--- src/sv/rtwe_pkg.sv ---
`default_nettype none

package rtwe_pkg;

    // defaults for the top level parameters
    localparam int MAX_ROUTE_STOPS_DEF = 256;
    localparam int FRAC_BITS_DEF       = 8;

    // fixed field widths
    localparam int COORD_W   = 12;
    localparam int FIELD_W   = 16;
    localparam int TIME_W    = 40;
    localparam int DIST_W    = 32;
    localparam int DEM_W     = 24;
    localparam int COUNT_W   = 8;

    // integer bits of a leg length: sqrt(2) * 4095 < 2^13
    localparam int LEG_INT_W = COORD_W + 1;

    // start and end depot are not customers
    localparam int DEPOT_STOPS = 2;

    // entries in the queue between front and back, a power of two
    localparam int QUEUE_DEPTH = 2;

    // one classified stop handed from front to back
    typedef struct packed {
        logic               first;
        logic               last;
        logic [FIELD_W-1:0] demand;
        logic [FIELD_W-1:0] ready_time;
        logic [FIELD_W-1:0] due_time;
        logic [FIELD_W-1:0] service_duration;
    } stop_t;

    localparam int STOP_W = $bits(stop_t);

endpackage

`default_nettype wire

--- src/sv/rtwe_isqrt.sv ---
`default_nettype none

module rtwe_isqrt #(
    parameter int ROOT_W = rtwe_pkg::LEG_INT_W + rtwe_pkg::FRAC_BITS_DEF
) (
    input  logic                  clk,
    input  logic                  rst_n,
    input  logic                  start,
    input  logic [2*ROOT_W-1:0]   radicand,
    output logic                  done,
    output logic [ROOT_W-1:0]     root
);

    localparam int STEP_W = $clog2(ROOT_W);
    localparam int REM_W  = ROOT_W + 2;

    logic                busy_reg;
    logic                done_reg;
    logic [STEP_W-1:0]   step_reg;
    logic [2*ROOT_W-1:0] rad_reg;
    logic [REM_W-1:0]    rem_reg;
    logic [ROOT_W-1:0]   root_reg;

    logic [REM_W-1:0]    rem_shift;
    logic [REM_W-1:0]    trial;
    logic                fits;

    // one result bit per cycle, two radicand bits brought down each step
    assign rem_shift = {rem_reg[ROOT_W-1:0], rad_reg[2*ROOT_W-1 -: 2]};
    assign trial     = {root_reg, 2'b01};
    assign fits      = (rem_shift >= trial);

    assign done = done_reg;
    assign root = root_reg;

    always_ff @(posedge clk or negedge rst_n)
    begin
        if (!rst_n)
        begin
            busy_reg <= 1'b0;
            done_reg <= 1'b0;
            step_reg <= '0;
        end
        else
        begin
            done_reg <= 1'b0;
            if (start)
            begin
                busy_reg <= 1'b1;
                step_reg <= STEP_W'(ROOT_W - 1);
            end
            else if (busy_reg)
            begin
                if (step_reg == '0)
                begin
                    busy_reg <= 1'b0;
                    done_reg <= 1'b1;
                end
                else
                begin
                    step_reg <= step_reg - STEP_W'(1);
                end
            end
        end
    end

    always_ff @(posedge clk)
    begin
        if (start)
        begin
            rad_reg  <= radicand;
            rem_reg  <= '0;
            root_reg <= '0;
        end
        else if (busy_reg)
        begin
            rad_reg  <= rad_reg << 2;
            rem_reg  <= fits ? (rem_shift - trial) : rem_shift;
            root_reg <= {root_reg[ROOT_W-2:0], fits};
        end
    end

endmodule

`default_nettype wire

--- src/sv/rtwe_front.sv ---
`default_nettype none

module rtwe_front #(
    parameter int FRAC_BITS = rtwe_pkg::FRAC_BITS_DEF
) (
    input  logic                                       clk,
    input  logic                                       rst_n,
    input  logic                                       in_valid,
    output logic                                       in_stall,
    input  logic [rtwe_pkg::COORD_W-1:0]               x_coord,
    input  logic [rtwe_pkg::COORD_W-1:0]               y_coord,
    input  logic [rtwe_pkg::FIELD_W-1:0]               demand,
    input  logic [rtwe_pkg::FIELD_W-1:0]               ready_time,
    input  logic [rtwe_pkg::FIELD_W-1:0]               due_time,
    input  logic [rtwe_pkg::FIELD_W-1:0]               service_duration,
    input  logic                                       last_stop,
    output logic                                       q_push,
    input  logic                                       q_full,
    output rtwe_pkg::stop_t                            q_stop,
    output logic [rtwe_pkg::LEG_INT_W+FRAC_BITS-1:0]   q_leg
);

    localparam int COORD_W = rtwe_pkg::COORD_W;
    localparam int LEG_W   = rtwe_pkg::LEG_INT_W + FRAC_BITS;
    localparam int RAD_W   = 2 * LEG_W;
    localparam int PROD_W  = 2 * COORD_W;
    localparam int SQ_W    = PROD_W + 1;

    typedef enum logic [3:0] {
        F_IDLE = 4'b0001,
        F_MUL  = 4'b0010,
        F_ROOT = 4'b0100,
        F_PUSH = 4'b1000
    } front_state_t;

    front_state_t        state_reg;
    front_state_t        state_next;
    logic                in_route_reg;
    logic [COORD_W-1:0]  prev_x_reg;
    logic [COORD_W-1:0]  prev_y_reg;
    logic [COORD_W-1:0]  dx_reg;
    logic [COORD_W-1:0]  dy_reg;
    rtwe_pkg::stop_t     stop_reg;
    logic [LEG_W-1:0]    leg_reg;

    logic                accept;
    logic [COORD_W-1:0]  dx;
    logic [COORD_W-1:0]  dy;
    logic [PROD_W-1:0]   sq_x;
    logic [PROD_W-1:0]   sq_y;
    logic [SQ_W-1:0]     sq_sum;
    logic [RAD_W-1:0]    radicand;
    logic                root_start;
    logic                root_done;
    logic [LEG_W-1:0]    root;

    assign in_stall = (state_reg != F_IDLE);
    assign accept   = in_valid && (state_reg == F_IDLE);

    // absolute coordinate differences against the previous stop
    assign dx = (x_coord > prev_x_reg) ? (x_coord - prev_x_reg) : (prev_x_reg - x_coord);
    assign dy = (y_coord > prev_y_reg) ? (y_coord - prev_y_reg) : (prev_y_reg - y_coord);

    assign sq_x     = dx_reg * dx_reg;
    assign sq_y     = dy_reg * dy_reg;
    assign sq_sum   = {1'b0, sq_x} + {1'b0, sq_y};
    assign radicand = RAD_W'(sq_sum) << (2 * FRAC_BITS);

    assign root_start = (state_reg == F_MUL);

    assign q_push = (state_reg == F_PUSH) && !q_full;
    assign q_stop = stop_reg;
    assign q_leg  = leg_reg;

    rtwe_isqrt #(
        .ROOT_W   (LEG_W)
    ) u_isqrt (
        .clk      (clk),
        .rst_n    (rst_n),
        .start    (root_start),
        .radicand (radicand),
        .done     (root_done),
        .root     (root)
    );

    always_comb
    begin
        state_next = state_reg;
        unique case (state_reg)
            F_IDLE:
            begin
                if (accept)
                begin
                    // a route's opening stop has no leg
                    state_next = in_route_reg ? F_MUL : F_PUSH;
                end
            end
            F_MUL:
            begin
                state_next = F_ROOT;
            end
            F_ROOT:
            begin
                if (root_done)
                begin
                    state_next = F_PUSH;
                end
            end
            F_PUSH:
            begin
                if (!q_full)
                begin
                    state_next = F_IDLE;
                end
            end
            default:
            begin
                state_next = F_IDLE;
            end
        endcase
    end

    always_ff @(posedge clk or negedge rst_n)
    begin
        if (!rst_n)
        begin
            state_reg    <= F_IDLE;
            in_route_reg <= 1'b0;
        end
        else
        begin
            state_reg <= state_next;
            if (accept)
            begin
                in_route_reg <= !last_stop;
            end
        end
    end

    always_ff @(posedge clk)
    begin
        if (accept)
        begin
            prev_x_reg                <= x_coord;
            prev_y_reg                <= y_coord;
            dx_reg                    <= dx;
            dy_reg                    <= dy;
            stop_reg.first            <= !in_route_reg;
            stop_reg.last             <= last_stop;
            stop_reg.demand           <= demand;
            stop_reg.ready_time       <= ready_time;
            stop_reg.due_time         <= due_time;
            stop_reg.service_duration <= service_duration;
            leg_reg                   <= '0;
        end
        else if ((state_reg == F_ROOT) && root_done)
        begin
            leg_reg <= root;
        end
    end

endmodule

`default_nettype wire

--- src/sv/rtwe_fifo.sv ---
`default_nettype none

module rtwe_fifo #(
    parameter int DATA_W = 1,
    parameter int DEPTH  = rtwe_pkg::QUEUE_DEPTH
) (
    input  logic              clk,
    input  logic              rst_n,
    input  logic              push,
    input  logic [DATA_W-1:0] wr_data,
    input  logic              pop,
    output logic [DATA_W-1:0] rd_data,
    output logic              full,
    output logic              empty
);

    localparam int PTR_W = $clog2(DEPTH);
    localparam int CNT_W = $clog2(DEPTH + 1);

    logic [DATA_W-1:0] entry_reg [DEPTH];
    logic [PTR_W-1:0]  wr_ptr_reg;
    logic [PTR_W-1:0]  rd_ptr_reg;
    logic [CNT_W-1:0]  count_reg;

    assign rd_data = entry_reg[rd_ptr_reg];
    assign full    = (count_reg == CNT_W'(DEPTH));
    assign empty   = (count_reg == '0);

    always_ff @(posedge clk or negedge rst_n)
    begin
        if (!rst_n)
        begin
            wr_ptr_reg <= '0;
            rd_ptr_reg <= '0;
            count_reg  <= '0;
        end
        else
        begin
            if (push)
            begin
                wr_ptr_reg <= wr_ptr_reg + PTR_W'(1);
            end
            if (pop)
            begin
                rd_ptr_reg <= rd_ptr_reg + PTR_W'(1);
            end
            if (push && !pop)
            begin
                count_reg <= count_reg + CNT_W'(1);
            end
            else if (pop && !push)
            begin
                count_reg <= count_reg - CNT_W'(1);
            end
        end
    end

    always_ff @(posedge clk)
    begin
        if (push)
        begin
            entry_reg[wr_ptr_reg] <= wr_data;
        end
    end

endmodule

`default_nettype wire

--- src/sv/rtwe_back.sv ---
`default_nettype none

module rtwe_back #(
    parameter int MAX_ROUTE_STOPS = rtwe_pkg::MAX_ROUTE_STOPS_DEF,
    parameter int FRAC_BITS       = rtwe_pkg::FRAC_BITS_DEF
) (
    input  logic                                       clk,
    input  logic                                       rst_n,
    input  logic                                       q_empty,
    output logic                                       q_pop,
    input  rtwe_pkg::stop_t                            item_stop,
    input  logic [rtwe_pkg::LEG_INT_W+FRAC_BITS-1:0]   item_leg,
    output logic                                       out_valid,
    input  logic                                       out_stall,
    output logic [rtwe_pkg::DIST_W-1:0]                route_length,
    output logic [rtwe_pkg::DEM_W-1:0]                 route_load,
    output logic [rtwe_pkg::DIST_W-1:0]                route_lateness,
    output logic [rtwe_pkg::COUNT_W-1:0]               customer_count,
    output logic                                       route_overflow
);

    localparam int TIME_W   = rtwe_pkg::TIME_W;
    localparam int TIME_X_W = TIME_W + 1;
    localparam int DIST_W   = rtwe_pkg::DIST_W;
    localparam int DIST_X_W = DIST_W + 1;
    localparam int DEM_W    = rtwe_pkg::DEM_W;
    localparam int DEM_X_W  = DEM_W + 1;
    localparam int COUNT_W  = rtwe_pkg::COUNT_W;
    localparam int LEG_W    = rtwe_pkg::LEG_INT_W + FRAC_BITS;
    localparam int CNT_W    = $clog2(MAX_ROUTE_STOPS + 2);

    typedef enum logic [2:0] {
        B_IDLE = 3'b001,
        B_TIME = 3'b010,
        B_SUM  = 3'b100
    } back_state_t;

    back_state_t          state_reg;
    back_state_t          state_next;
    rtwe_pkg::stop_t      stop_reg;
    logic [LEG_W-1:0]     leg_reg;
    logic [TIME_W-1:0]    prev_dep_reg;
    logic [TIME_W-1:0]    start_reg;
    logic [DIST_W-1:0]    dist_sum_reg;
    logic [DEM_W-1:0]     dem_sum_reg;
    logic [DIST_W-1:0]    late_sum_reg;
    logic [CNT_W-1:0]     count_reg;
    logic                 out_valid_reg;
    logic [DIST_W-1:0]    dist_out_reg;
    logic [DEM_W-1:0]     dem_out_reg;
    logic [DIST_W-1:0]    late_out_reg;
    logic [COUNT_W-1:0]   cust_out_reg;
    logic                 over_out_reg;

    logic [TIME_W-1:0]    ready_fx;
    logic [TIME_W-1:0]    due_fx;
    logic [TIME_W-1:0]    serv_fx;
    logic [TIME_W:0]      arrive_x;
    logic [TIME_W-1:0]    arrive;
    logic [TIME_W-1:0]    start_calc;
    logic [DIST_W:0]      dist_x;
    logic [DIST_W-1:0]    dist_add;
    logic [TIME_W-1:0]    late_full;
    logic [DIST_W-1:0]    late_clip;
    logic [DIST_W:0]      late_x;
    logic [DIST_W-1:0]    late_add;
    logic [DEM_W:0]       dem_x;
    logic [DEM_W-1:0]     dem_add;
    logic [TIME_W:0]      dep_x;
    logic [TIME_W-1:0]    dep;
    logic [CNT_W-1:0]     count_add;
    logic [CNT_W-1:0]     counted;
    logic [CNT_W-1:0]     customers;
    logic                 short_route;
    logic                 over;
    logic                 out_free;
    logic                 sum_done;
    logic                 result_load;

    assign ready_fx = TIME_W'(stop_reg.ready_time) << FRAC_BITS;
    assign due_fx   = TIME_W'(stop_reg.due_time) << FRAC_BITS;
    assign serv_fx  = TIME_W'(stop_reg.service_duration) << FRAC_BITS;

    // arrival and start of service
    assign arrive_x   = {1'b0, prev_dep_reg} + TIME_X_W'(leg_reg);
    assign arrive     = arrive_x[TIME_W] ? '1 : arrive_x[TIME_W-1:0];
    assign start_calc = (stop_reg.first || (ready_fx >= arrive)) ? ready_fx : arrive;

    assign dist_x   = {1'b0, dist_sum_reg} + DIST_X_W'(leg_reg);
    assign dist_add = dist_x[DIST_W] ? '1 : dist_x[DIST_W-1:0];

    // lateness past the due time, clipped before the saturating add
    assign late_full = (start_reg > due_fx) ? (start_reg - due_fx) : '0;
    assign late_clip = (|late_full[TIME_W-1:DIST_W]) ? '1 : late_full[DIST_W-1:0];
    assign late_x    = {1'b0, late_sum_reg} + {1'b0, late_clip};
    assign late_add  = late_x[DIST_W] ? '1 : late_x[DIST_W-1:0];

    assign dem_x   = {1'b0, dem_sum_reg} + DEM_X_W'(stop_reg.demand);
    assign dem_add = dem_x[DEM_W] ? '1 : dem_x[DEM_W-1:0];

    assign dep_x = {1'b0, start_reg} + {1'b0, serv_fx};
    assign dep   = dep_x[TIME_W] ? '1 : dep_x[TIME_W-1:0];

    assign count_add   = (count_reg < CNT_W'(MAX_ROUTE_STOPS + 1)) ?
                         (count_reg + CNT_W'(1)) : count_reg;
    assign short_route = (count_add <= CNT_W'(rtwe_pkg::DEPOT_STOPS));
    assign over        = (count_add > CNT_W'(MAX_ROUTE_STOPS));
    assign counted     = over ? CNT_W'(MAX_ROUTE_STOPS) : count_add;
    assign customers   = counted - CNT_W'(rtwe_pkg::DEPOT_STOPS);

    assign out_free    = !out_valid_reg || !out_stall;
    assign sum_done    = (state_reg == B_SUM) && (!stop_reg.last || out_free);
    assign result_load = sum_done && stop_reg.last;
    assign q_pop       = (state_reg == B_IDLE) && !q_empty;

    assign out_valid      = out_valid_reg;
    assign route_length   = dist_out_reg;
    assign route_load     = dem_out_reg;
    assign route_lateness = late_out_reg;
    assign customer_count = cust_out_reg;
    assign route_overflow = over_out_reg;

    always_comb
    begin
        state_next = state_reg;
        unique case (state_reg)
            B_IDLE:
            begin
                if (!q_empty)
                begin
                    state_next = B_TIME;
                end
            end
            B_TIME:
            begin
                state_next = B_SUM;
            end
            B_SUM:
            begin
                if (sum_done)
                begin
                    state_next = B_IDLE;
                end
            end
            default:
            begin
                state_next = B_IDLE;
            end
        endcase
    end

    always_ff @(posedge clk or negedge rst_n)
    begin
        if (!rst_n)
        begin
            state_reg     <= B_IDLE;
            out_valid_reg <= 1'b0;
        end
        else
        begin
            state_reg <= state_next;
            if (result_load)
            begin
                out_valid_reg <= 1'b1;
            end
            else if (!out_stall)
            begin
                out_valid_reg <= 1'b0;
            end
        end
    end

    always_ff @(posedge clk)
    begin
        if (q_pop)
        begin
            stop_reg <= item_stop;
            leg_reg  <= item_leg;
        end

        if (state_reg == B_TIME)
        begin
            start_reg <= start_calc;
            if (stop_reg.first)
            begin
                dist_sum_reg <= '0;
                dem_sum_reg  <= '0;
                late_sum_reg <= '0;
                count_reg    <= '0;
            end
            else
            begin
                dist_sum_reg <= dist_add;
            end
        end

        if (sum_done)
        begin
            dem_sum_reg  <= dem_add;
            late_sum_reg <= late_add;
            prev_dep_reg <= dep;
            count_reg    <= count_add;
        end

        if (result_load)
        begin
            if (short_route)
            begin
                dist_out_reg <= '0;
                dem_out_reg  <= '0;
                late_out_reg <= '0;
                cust_out_reg <= '0;
                over_out_reg <= 1'b0;
            end
            else
            begin
                dist_out_reg <= dist_sum_reg;
                dem_out_reg  <= dem_add;
                late_out_reg <= late_add;
                cust_out_reg <= COUNT_W'(customers);
                over_out_reg <= over;
            end
        end
    end

endmodule

`default_nettype wire

--- src/sv/route_time_window_evaluator_unit.sv ---
// Route time-window evaluator: feed the stops of one vehicle route in order, one request per
// stop, with last_stop set on the final (return depot) stop; one result request follows each
// last stop with the route length, total demand, summed lateness past the due times (both
// fixed point with FRAC_BITS fraction bits), the customer count (stops minus two) and an
// overflow flag for routes longer than MAX_ROUTE_STOPS. Routes of fewer than three stops
// report all zeros, and all totals saturate. The front end passes the opening stop of a route
// straight to the queue and every later stop after the bit-serial square root of the leg
// length, which yields one root bit per cycle; it takes no new stop until the previous one
// is in the queue. The back end takes one stop at a time through its time and sum states. A
// two-entry queue decouples the stop front end from the time and sum back end, so a result
// held by out_stall holds up only the next last stop, and further stops are taken in until
// the queue and the front end behind it fill up.
`default_nettype none

module route_time_window_evaluator_unit #(
    parameter int MAX_ROUTE_STOPS = rtwe_pkg::MAX_ROUTE_STOPS_DEF,
    parameter int FRAC_BITS       = rtwe_pkg::FRAC_BITS_DEF
) (
    input  logic                           clk,
    input  logic                           rst_n,
    // stop requests
    input  logic                           in_valid,
    output logic                           in_stall,
    input  logic [rtwe_pkg::COORD_W-1:0]   x_coord,
    input  logic [rtwe_pkg::COORD_W-1:0]   y_coord,
    input  logic [rtwe_pkg::FIELD_W-1:0]   demand,
    input  logic [rtwe_pkg::FIELD_W-1:0]   ready_time,
    input  logic [rtwe_pkg::FIELD_W-1:0]   due_time,
    input  logic [rtwe_pkg::FIELD_W-1:0]   service_duration,
    input  logic                           last_stop,
    // route result requests
    output logic                           out_valid,
    input  logic                           out_stall,
    output logic [rtwe_pkg::DIST_W-1:0]    route_length,
    output logic [rtwe_pkg::DEM_W-1:0]     route_load,
    output logic [rtwe_pkg::DIST_W-1:0]    route_lateness,
    output logic [rtwe_pkg::COUNT_W-1:0]   customer_count,
    output logic                           route_overflow
);

    localparam int LEG_W   = rtwe_pkg::LEG_INT_W + FRAC_BITS;
    localparam int STOP_W  = rtwe_pkg::STOP_W;
    localparam int ENTRY_W = LEG_W + STOP_W;
    localparam int COUNT_W = rtwe_pkg::COUNT_W;

    // front end to queue
    logic                  q_push;
    logic                  q_full;
    rtwe_pkg::stop_t       front_stop;
    logic [LEG_W-1:0]      front_leg;

    // queue to back end
    logic                  q_pop;
    logic                  q_empty;
    logic [ENTRY_W-1:0]    q_rd_data;
    rtwe_pkg::stop_t       back_stop;
    logic [LEG_W-1:0]      back_leg;

    assign back_stop = q_rd_data[STOP_W-1:0];
    assign back_leg  = q_rd_data[ENTRY_W-1:STOP_W];

    // front end: takes stops, tracks route start, computes the leg length
    rtwe_front #(
        .FRAC_BITS        (FRAC_BITS)
    ) u_front (
        .clk              (clk),
        .rst_n            (rst_n),
        .in_valid         (in_valid),
        .in_stall         (in_stall),
        .x_coord          (x_coord),
        .y_coord          (y_coord),
        .demand           (demand),
        .ready_time       (ready_time),
        .due_time         (due_time),
        .service_duration (service_duration),
        .last_stop        (last_stop),
        .q_push           (q_push),
        .q_full           (q_full),
        .q_stop           (front_stop),
        .q_leg            (front_leg)
    );

    // short queue of classified stops with their leg lengths
    rtwe_fifo #(
        .DATA_W  (ENTRY_W),
        .DEPTH   (rtwe_pkg::QUEUE_DEPTH)
    ) u_fifo (
        .clk     (clk),
        .rst_n   (rst_n),
        .push    (q_push),
        .wr_data ({front_leg, front_stop}),
        .pop     (q_pop),
        .rd_data (q_rd_data),
        .full    (q_full),
        .empty   (q_empty)
    );

    // back end: arrival, start, lateness, sums and the result register
    rtwe_back #(
        .MAX_ROUTE_STOPS (MAX_ROUTE_STOPS),
        .FRAC_BITS       (FRAC_BITS)
    ) u_back (
        .clk             (clk),
        .rst_n           (rst_n),
        .q_empty         (q_empty),
        .q_pop           (q_pop),
        .item_stop       (back_stop),
        .item_leg        (back_leg),
        .out_valid       (out_valid),
        .out_stall       (out_stall),
        .route_length    (route_length),
        .route_load      (route_load),
        .route_lateness  (route_lateness),
        .customer_count  (customer_count),
        .route_overflow  (route_overflow)
    );

`ifndef SYNTHESIS
    // the front end never writes into a full queue
    assert property (@(posedge clk) disable iff (!rst_n) q_push |-> !q_full)
        else $error("stop written into full queue");

    // the back end never reads an empty queue
    assert property (@(posedge clk) disable iff (!rst_n) q_pop |-> !q_empty)
        else $error("stop read from empty queue");

    // an overlong route reports the capped customer count
    assert property (@(posedge clk) disable iff (!rst_n)
        (out_valid && route_overflow) |->
            (customer_count == COUNT_W'(MAX_ROUTE_STOPS - rtwe_pkg::DEPOT_STOPS)))
        else $error("overflowed route with wrong customer count");

    // no customers only for a short route, which reports all zeros
    assert property (@(posedge clk) disable iff (!rst_n)
        (out_valid && (customer_count == '0)) |->
            ((route_length == '0) && (route_load == '0) &&
             (route_lateness == '0) && !route_overflow))
        else $error("short route result not cleared");
`endif

endmodule

`default_nettype wire
--- config.mk ---
export PLATFORM = sky130hd
export DESIGN_NAME = route_time_window_evaluator_unit
export DESIGN_NICKNAME = d
export VERILOG_FILES = /design/src/sv/rtwe_pkg.sv /design/src/sv/rtwe_isqrt.sv /design/src/sv/rtwe_front.sv /design/src/sv/rtwe_fifo.sv /design/src/sv/rtwe_back.sv /design/src/sv/route_time_window_evaluator_unit.sv
export SDC_FILE = /design/constraint.sdc
export NUM_CORES = 2
export LEC_CHECK = 0
export ABC_AREA = 1
export BUFFER_PORTS_ARGS = -buffer_cell sky130_fd_sc_hd__clkbuf_2
export CORE_MARGIN = 1.5
export CORE_UTILIZATION = 40
export CTS_BUF_LIST = sky130_fd_sc_hd__clkbuf_8 sky130_fd_sc_hd__clkbuf_16
export CTS_CLUSTER_DIAMETER = 100
export CTS_CLUSTER_SIZE = 30
export DETAILED_ROUTE_END_ITERATION = 10
export PLACE_DENSITY = 0.53
export SLEW_MARGIN = 20
export SYNTH_ARGS = -nofsm -noshare
export SYNTH_HDL_FRONTEND = slang
export SYNTH_SLANG_ARGS = --single-unit
export TNS_END_PERCENT = 30
--- constraint.sdc ---
create_clock -name clk -period 34.5 [get_ports clk]
set_input_delay 5.175 -clock clk [delete_from_list [all_inputs] [get_ports clk]]
set_output_delay 5.175 -clock clk [all_outputs]
set_load 0.02 [all_outputs]
# ---- After elaboration in Yosys (flattened, before gate mapping)
# Memory sizes are Yosys's and may differ from the RTL's. A register that Yosys moved wholly into a read port is not among the register bits.
# Cells that the tools add are included.
dict set report op_classes {
  n_addsub 19
  multipliers 2
  div_mod_pow 0
  magnitude_cmp 8
  eq_ne 16
  shifts 0
  muxes 46
  n_bitwise 0
  reduce_logical 31
}
# op n
set op_table {}
lappend op_table {{32-bit 2-to-1 mux} 6}
lappend op_table {{24-bit 2-to-1 mux} 5}
lappend op_table {{41-bit 2-to-1 mux} 2}
lappend op_table {{40-bit 2-to-1 mux} 2}
lappend op_table {{12-bit by 12-bit multiplier with 24-bit output} 2}
lappend op_table {{12-bit subtractor} 4}
lappend op_table {{40-bit by 21-bit adder with 41-bit output} 1}
lappend op_table {{40-bit by 24-bit adder with 41-bit output} 1}
lappend op_table {{24-bit by 40-bit >= comparator with 1-bit output} 1}
lappend op_table {{40-bit by 24-bit greater-than comparator with 1-bit output} 1}
lappend op_table {{40-bit by 24-bit subtractor with 40-bit output} 1}
lappend op_table {{9-bit 2-to-1 mux} 4}
lappend op_table {{32-bit by 21-bit adder with 33-bit output} 1}
lappend op_table {{32-bit by 32-bit adder with 33-bit output} 1}
lappend op_table {{24-bit by 16-bit adder with 25-bit output} 1}
lappend op_table {{24-bit by 24-bit adder with 25-bit output} 1}
lappend op_table {{12-bit greater-than comparator} 2}
lappend op_table {{12-bit 2-to-1 mux} 2}
lappend op_table {{23-bit >= comparator} 1}
lappend op_table {{21-bit 2-to-1 mux} 1}
lappend op_table {{21-bit subtractor} 1}
lappend op_table {{4-bit 2-to-1 mux} 4}
lappend op_table {{4-bit one-hot mux with 4 select lines} 1}
lappend op_table {{5-bit 2-to-1 mux} 3}
lappend op_table {{34 further kinds} 73}
dict set report word_totals {
  reg_bits 497
  latchBits 0
  ram_bits 174
  rom_bits 0
  word_cells 160
  mem_count 1
}
# memory words word_bits rd rd_clocked_by_memory_dff write_ports line
set memory_table {}
lappend memory_table {u_fifo.entry_reg 2 87 1 1 1 rtwe_fifo.sv:20} ;# logic [DATA_W-1:0] entry_reg [DEPTH];

# ---- Depth between registers and ports, before layout
dict set report logic_depth {
  depth_word 7
  ltp_mapped 39
}

# ---- Hierarchy
# Synthesis repeated with hierarchy kept, for this count alone.
dict set report unflattened {
  hier_cells 5721
  hier_area_um2 51239.1
}
# mod instances cells_each area_per_inst_um2 seq_area_each_um2
set by_module_without_submodules {}
lappend by_module_without_submodules {rtwe_back 1 2837 23398.7 10941.7}
lappend by_module_without_submodules {rtwe_front 1 1895 16126.7 3970.1}
lappend by_module_without_submodules {rtwe_fifo 1 296 6561.3 5325.1}
lappend by_module_without_submodules {rtwe_isqrt 1 693 5152.4 2277.2}

# ---- Worst setup path after synthesis
# No wires, ideal clock.
dict set report synth_timing {
  kind {register -> register}
  start {reg u_back.state_reg[2]}
  end {reg u_back.count_reg[0], enable pin}
  setup_time_ns 0.577
  arrival_time_ns 10.369
  required_ns 33.923
  slack_ns 23.553
  path_stages_with_launch 4
  path_cell_list {dfrtp_1 nor3_1 inv_1 o21ai_0}
}
dict set report synth_between {
  elab_chain_len 4
}
# element line
set synth_lines {}
lappend synth_lines {{from (decl)} rtwe_back.sv:38} ;# back_state_t state_reg;
lappend synth_lines {{from (signal assigned)} rtwe_back.sv:161} ;# state_reg <= state_next;
lappend synth_lines {{3-bit equality test} rtwe_back.sv:112} ;# assign sum_done = (state_reg == B_SUM) && (!stop_reg.last || out_free);
lappend synth_lines {{1-bit logical AND} rtwe_back.sv:112}
lappend synth_lines {{2-bit nonzero test (no line)} n/a}
lappend synth_lines {{2-bit AND reduction (no line) *} n/a}
lappend synth_lines {{to (signal assigned)} rtwe_back.sv:202} ;# count_reg <= count_add;
lappend synth_lines {{to (decl)} rtwe_back.sv:47} ;# logic [CNT_W-1:0] count_reg;
# Mark *: on every way between the ends. The rest lies on a longest branch, timed or not.
# A chain may end at the register's enable or synchronous reset.

# ---- Worst setup path after layout
dict set report layout_timing {
  start {in y_coord[0] (netlist name)}
  end {reg u_front.dy_reg[5] (data pin)}
}
dict set report layout_between {
  elab_chain_len 2
}
# element line
set layout_lines {}
lappend layout_lines {{from (decl)} route_time_window_evaluator_unit.sv:25} ;# input logic [rtwe_pkg::COORD_W-1:0] y_coord,
lappend layout_lines {{12-bit subtractor / 12-bit greater-than comparator (equally long branches)} rtwe_front.sv:62} ;# assign dy = (y_coord > prev_y_reg) ? (y_coord - prev_y_reg) : (prev_y_reg - y_coord);
lappend layout_lines {{12-bit 2-to-1 mux *} rtwe_front.sv:62}
lappend layout_lines {{via u_front.dy[5]} rtwe_front.sv:48} ;# logic [COORD_W-1:0] dy;
lappend layout_lines {{to (signal assigned)} rtwe_front.sv:147} ;# dy_reg <= dy;
lappend layout_lines {{to (decl)} rtwe_front.sv:42} ;# logic [COORD_W-1:0] dy_reg;
# The timed path passes the listed nets; every way through them passes the cells marked *.

==> metrics.txt <==
critical path's slowest cell o21ai_0; proportion of synthesized area in mux cells 2.12%; detailed placer's ending HPWL between 90000 and 100000 um; Skew-Pair Late Insertion Delay between 0.6 and 0.7 ns; io pins between 150 and 200; Hold Path Sink u_fifo.entry_reg[0][2]$_DFFE_PP_; final WL ~120000 um; register clock-pin slew on the reported worst setup and hold paths 0.11 ns; post-synth top area share about two fifths; Worst setup EP type register; maximum clock path buffer count 3; routed length per instance 17.0 um; total core area between 100000 and 150000 um2; number of remaining DRC errors 0; Synth Area in Adders 17.0%; via count 34800; Critical Path RT between 30 and 40 ns; DR pass1 iterations 5; number of flops mapped to enable cells by yosys 674; CTS tree done; most frequent cell after synthesis inv_1; P&R area growth vs syn 8.62%; Root Driver clkbuf_16; MaxCap Viol Count 0; ys flop type edfxtp_1; ranking of synthesized cells by area edfxtp_1 (41%), fa_1 (8.7%), ha_1 (8.2%); vias in the first global route 35000; Syn Area/Cell approximately 9.3 um2; Synth area leader edfxtp_1; largest family of logic cells by synthesized area adder cells; Min-Delay Path Depth 0; Post-Synthesis Cells around 5300; register area 22000 um2; synth unique cells 63; reg-to-reg slack, setup ~27 ns; fin nets slightly above 6000; crit-path cells clkbuf_2 > inv_1 > ha_1 > fa_1 > o21ai_0 > a21oi_1 > o21ai_0 > nand2_1 > nand2_1 > inv_1 > o21ai_0 > nand2_1 > o21ai_0 > nor2_1 > o21bai_1 > nand2_1; Tot GR Track Use ~19%; Iteration-0 DRC Markers approximately 2200; clk_skew between 0.06 and 0.07 ns; Post-synth ARST share between 2 and 3%; Die Y about 350 um; Die Wd 353 um; RR Endpoint u_front.u_isqrt.rad_reg[38]$_DFFE_PP_; die area about 120000 um2; CTS sink cnt ~760; Period minus WS final 7.53 ns; post-CTS setup buffers 0; ratio of final minimum period to clock period between 20% and 30%; relative slew slack 37.5%; synth warn 0; status finished, final reports clean; Peak Freq 0.133 GHz; CP Data Arrival Time 7.94 ns; Num CTS Buffers 40; post-synthesis register bit count about 760; R2R cell count 24; initial core utilization roughly 40%; post-synthesis simple-gate area fraction 16.4%; complex-gate fraction of the synthesized area 7.98%; CP Class in -> reg; total gr overflow 0; delay-heaviest family, CP compound AO/OA/AOI/OAI gates; # setup viols final 0; Largest register FFs 174; pin count of the biggest net entering global routing 70; H-tree Lvls 2; FF-to-FF Start u_front.dy_reg[0]$_DFFE_PP_; Fin Setup TNS 0 ns; Final ANT Viol Nets 0; Tightest Hold Check Type reg -> reg; CP Max Fanout 14; GPL Wtd Cong between 0.9 and 1; area of the multi-input gates 22700 um2; hold wc startpoint u_front.q_stop[2]$_DFFE_PP_; first-pass GRT wire length 192000 um; Slew @ Worst Pin 0.934 ns; crit-path max cell delay 0.44 ns; initial antenna violation count 4; routed vias/inst 4.92; Synth top cells by count inv_1 (998), nand2_1 (985), edfxtp_1 (674); ANT cells 0; hold_buf cts 0; max-slew violations 0; Crit path buffers/inverters 3; post-synthesis sequential area ratio between 40% and 50%; share of layout cells above drive strength 1 approximately 8.4%; startpoint types input port; RSZ-0062 raised after global routing no; Synth Area in XOR/XNOR under 10%; IO buf count 191; Rows roughly 130; Syn Nets 5908; Final Hold Viols 0; Syn Std Cell Area between 40000 and 50000 um2; Crit. Startpoint y_coord[0]; post-cts sizing count 0; fill count 12100
[cells by family after synthesis]
kind of cell,count (synthesis)
fa+ha+maj,536
simple gates,1902
flops,758
compound gates,702
xor+xnor,157
buf+inv,1131
mux,93
[per-layer routing]
metal  global-route usage, %  part of all wire, %  vias up
met2                    34.7                   50      514
met4                    5.92                  3.0        4
met5                       0                0.017        -
met3                    1.88                  2.9      139
li1                        -                    -    17500
met1                    24.7                   44    16600
[layout make-up]
cell class              instances  share of cell area, %
well taps                    1625                   3.82
inverters                    1009                   7.13
multi-input cells            3390                   42.7
clock buffers                  40                   1.88
repair buffers                220                   2.22
flip-flops and latches        758                   41.4
clock inverters                30                  0.856
[how the worst max path moves through the flow]
stage | end | slack (ns) | cells after the start
after floorplan | u_back.count_reg[0]$_SDFFCE_PN0P_ | 23.55 | 3
after global placement | u_front.dy_reg[5]$_DFFE_PP_ | 26.36 | 16
after detailed placement | u_front.dy_reg[5]$_DFFE_PP_ | 26.27 | 16
after CTS | u_front.dy_reg[5]$_DFFE_PP_ | 26.98 | 16
after global routing | u_front.dy_reg[5]$_DFFE_PP_ | 26.58 | 16
final | u_front.dy_reg[5]$_DFFE_PP_ | 26.97 | 16
[through the flow]
step | area, um2 | std cells | setup slack [ns] | hold WS [ns] | utilization, %
6_report | 53200 | 7072 | 26.97 | 0.450 | 43.7
5_1_grt | 53200 | 7072 | 26.58 | 0.455 | 43.7
4_1_cts | 53200 | 7072 | 26.98 | 0.455 | 43.7
3_5_place_dp | 51800 | 7002 | 26.27 | 0.433 | 42.5
3_3_place_gp | 51700 | 7001 | 26.36 | 0.422 | 42.5
2_1_floorplan | 49000 | 5279 | 23.55 | 0.421 | -
[placed cells by master, fill, tap and decap left out, types with 8 or more instances in the layout]
cell type,netlist,layout
a21boi_0,13,13
a21o_1,24,24
a21oi_1,301,301
a221oi_1,8,8
a22oi_1,23,23
a31oi_1,33,32
buf_4,5,28
clkbuf_16,0,40
clkbuf_2,0,191
dfrtp_1,18,17
dfxtp_1,64,64
edfxtp_1,674,674
fa_1,214,214
ha_1,322,322
inv_1,998,1003
mux2_2,87,87
nand2_1,985,985
nand3_1,256,256
nand3b_1,21,21
nand4_1,52,52
nor2_1,447,442
nor2_2,29,30
nor3_1,50,49
nor4_1,14,13
o21ai_0,229,228
o21ai_1,9,9
o21bai_1,18,18
or2_2,22,22
xnor2_1,58,58
xor2_1,99,99
Power is left out: the tool's default activity adds up to more than one toggle a clock period on the data nets, which glitch-free logic cannot reach.
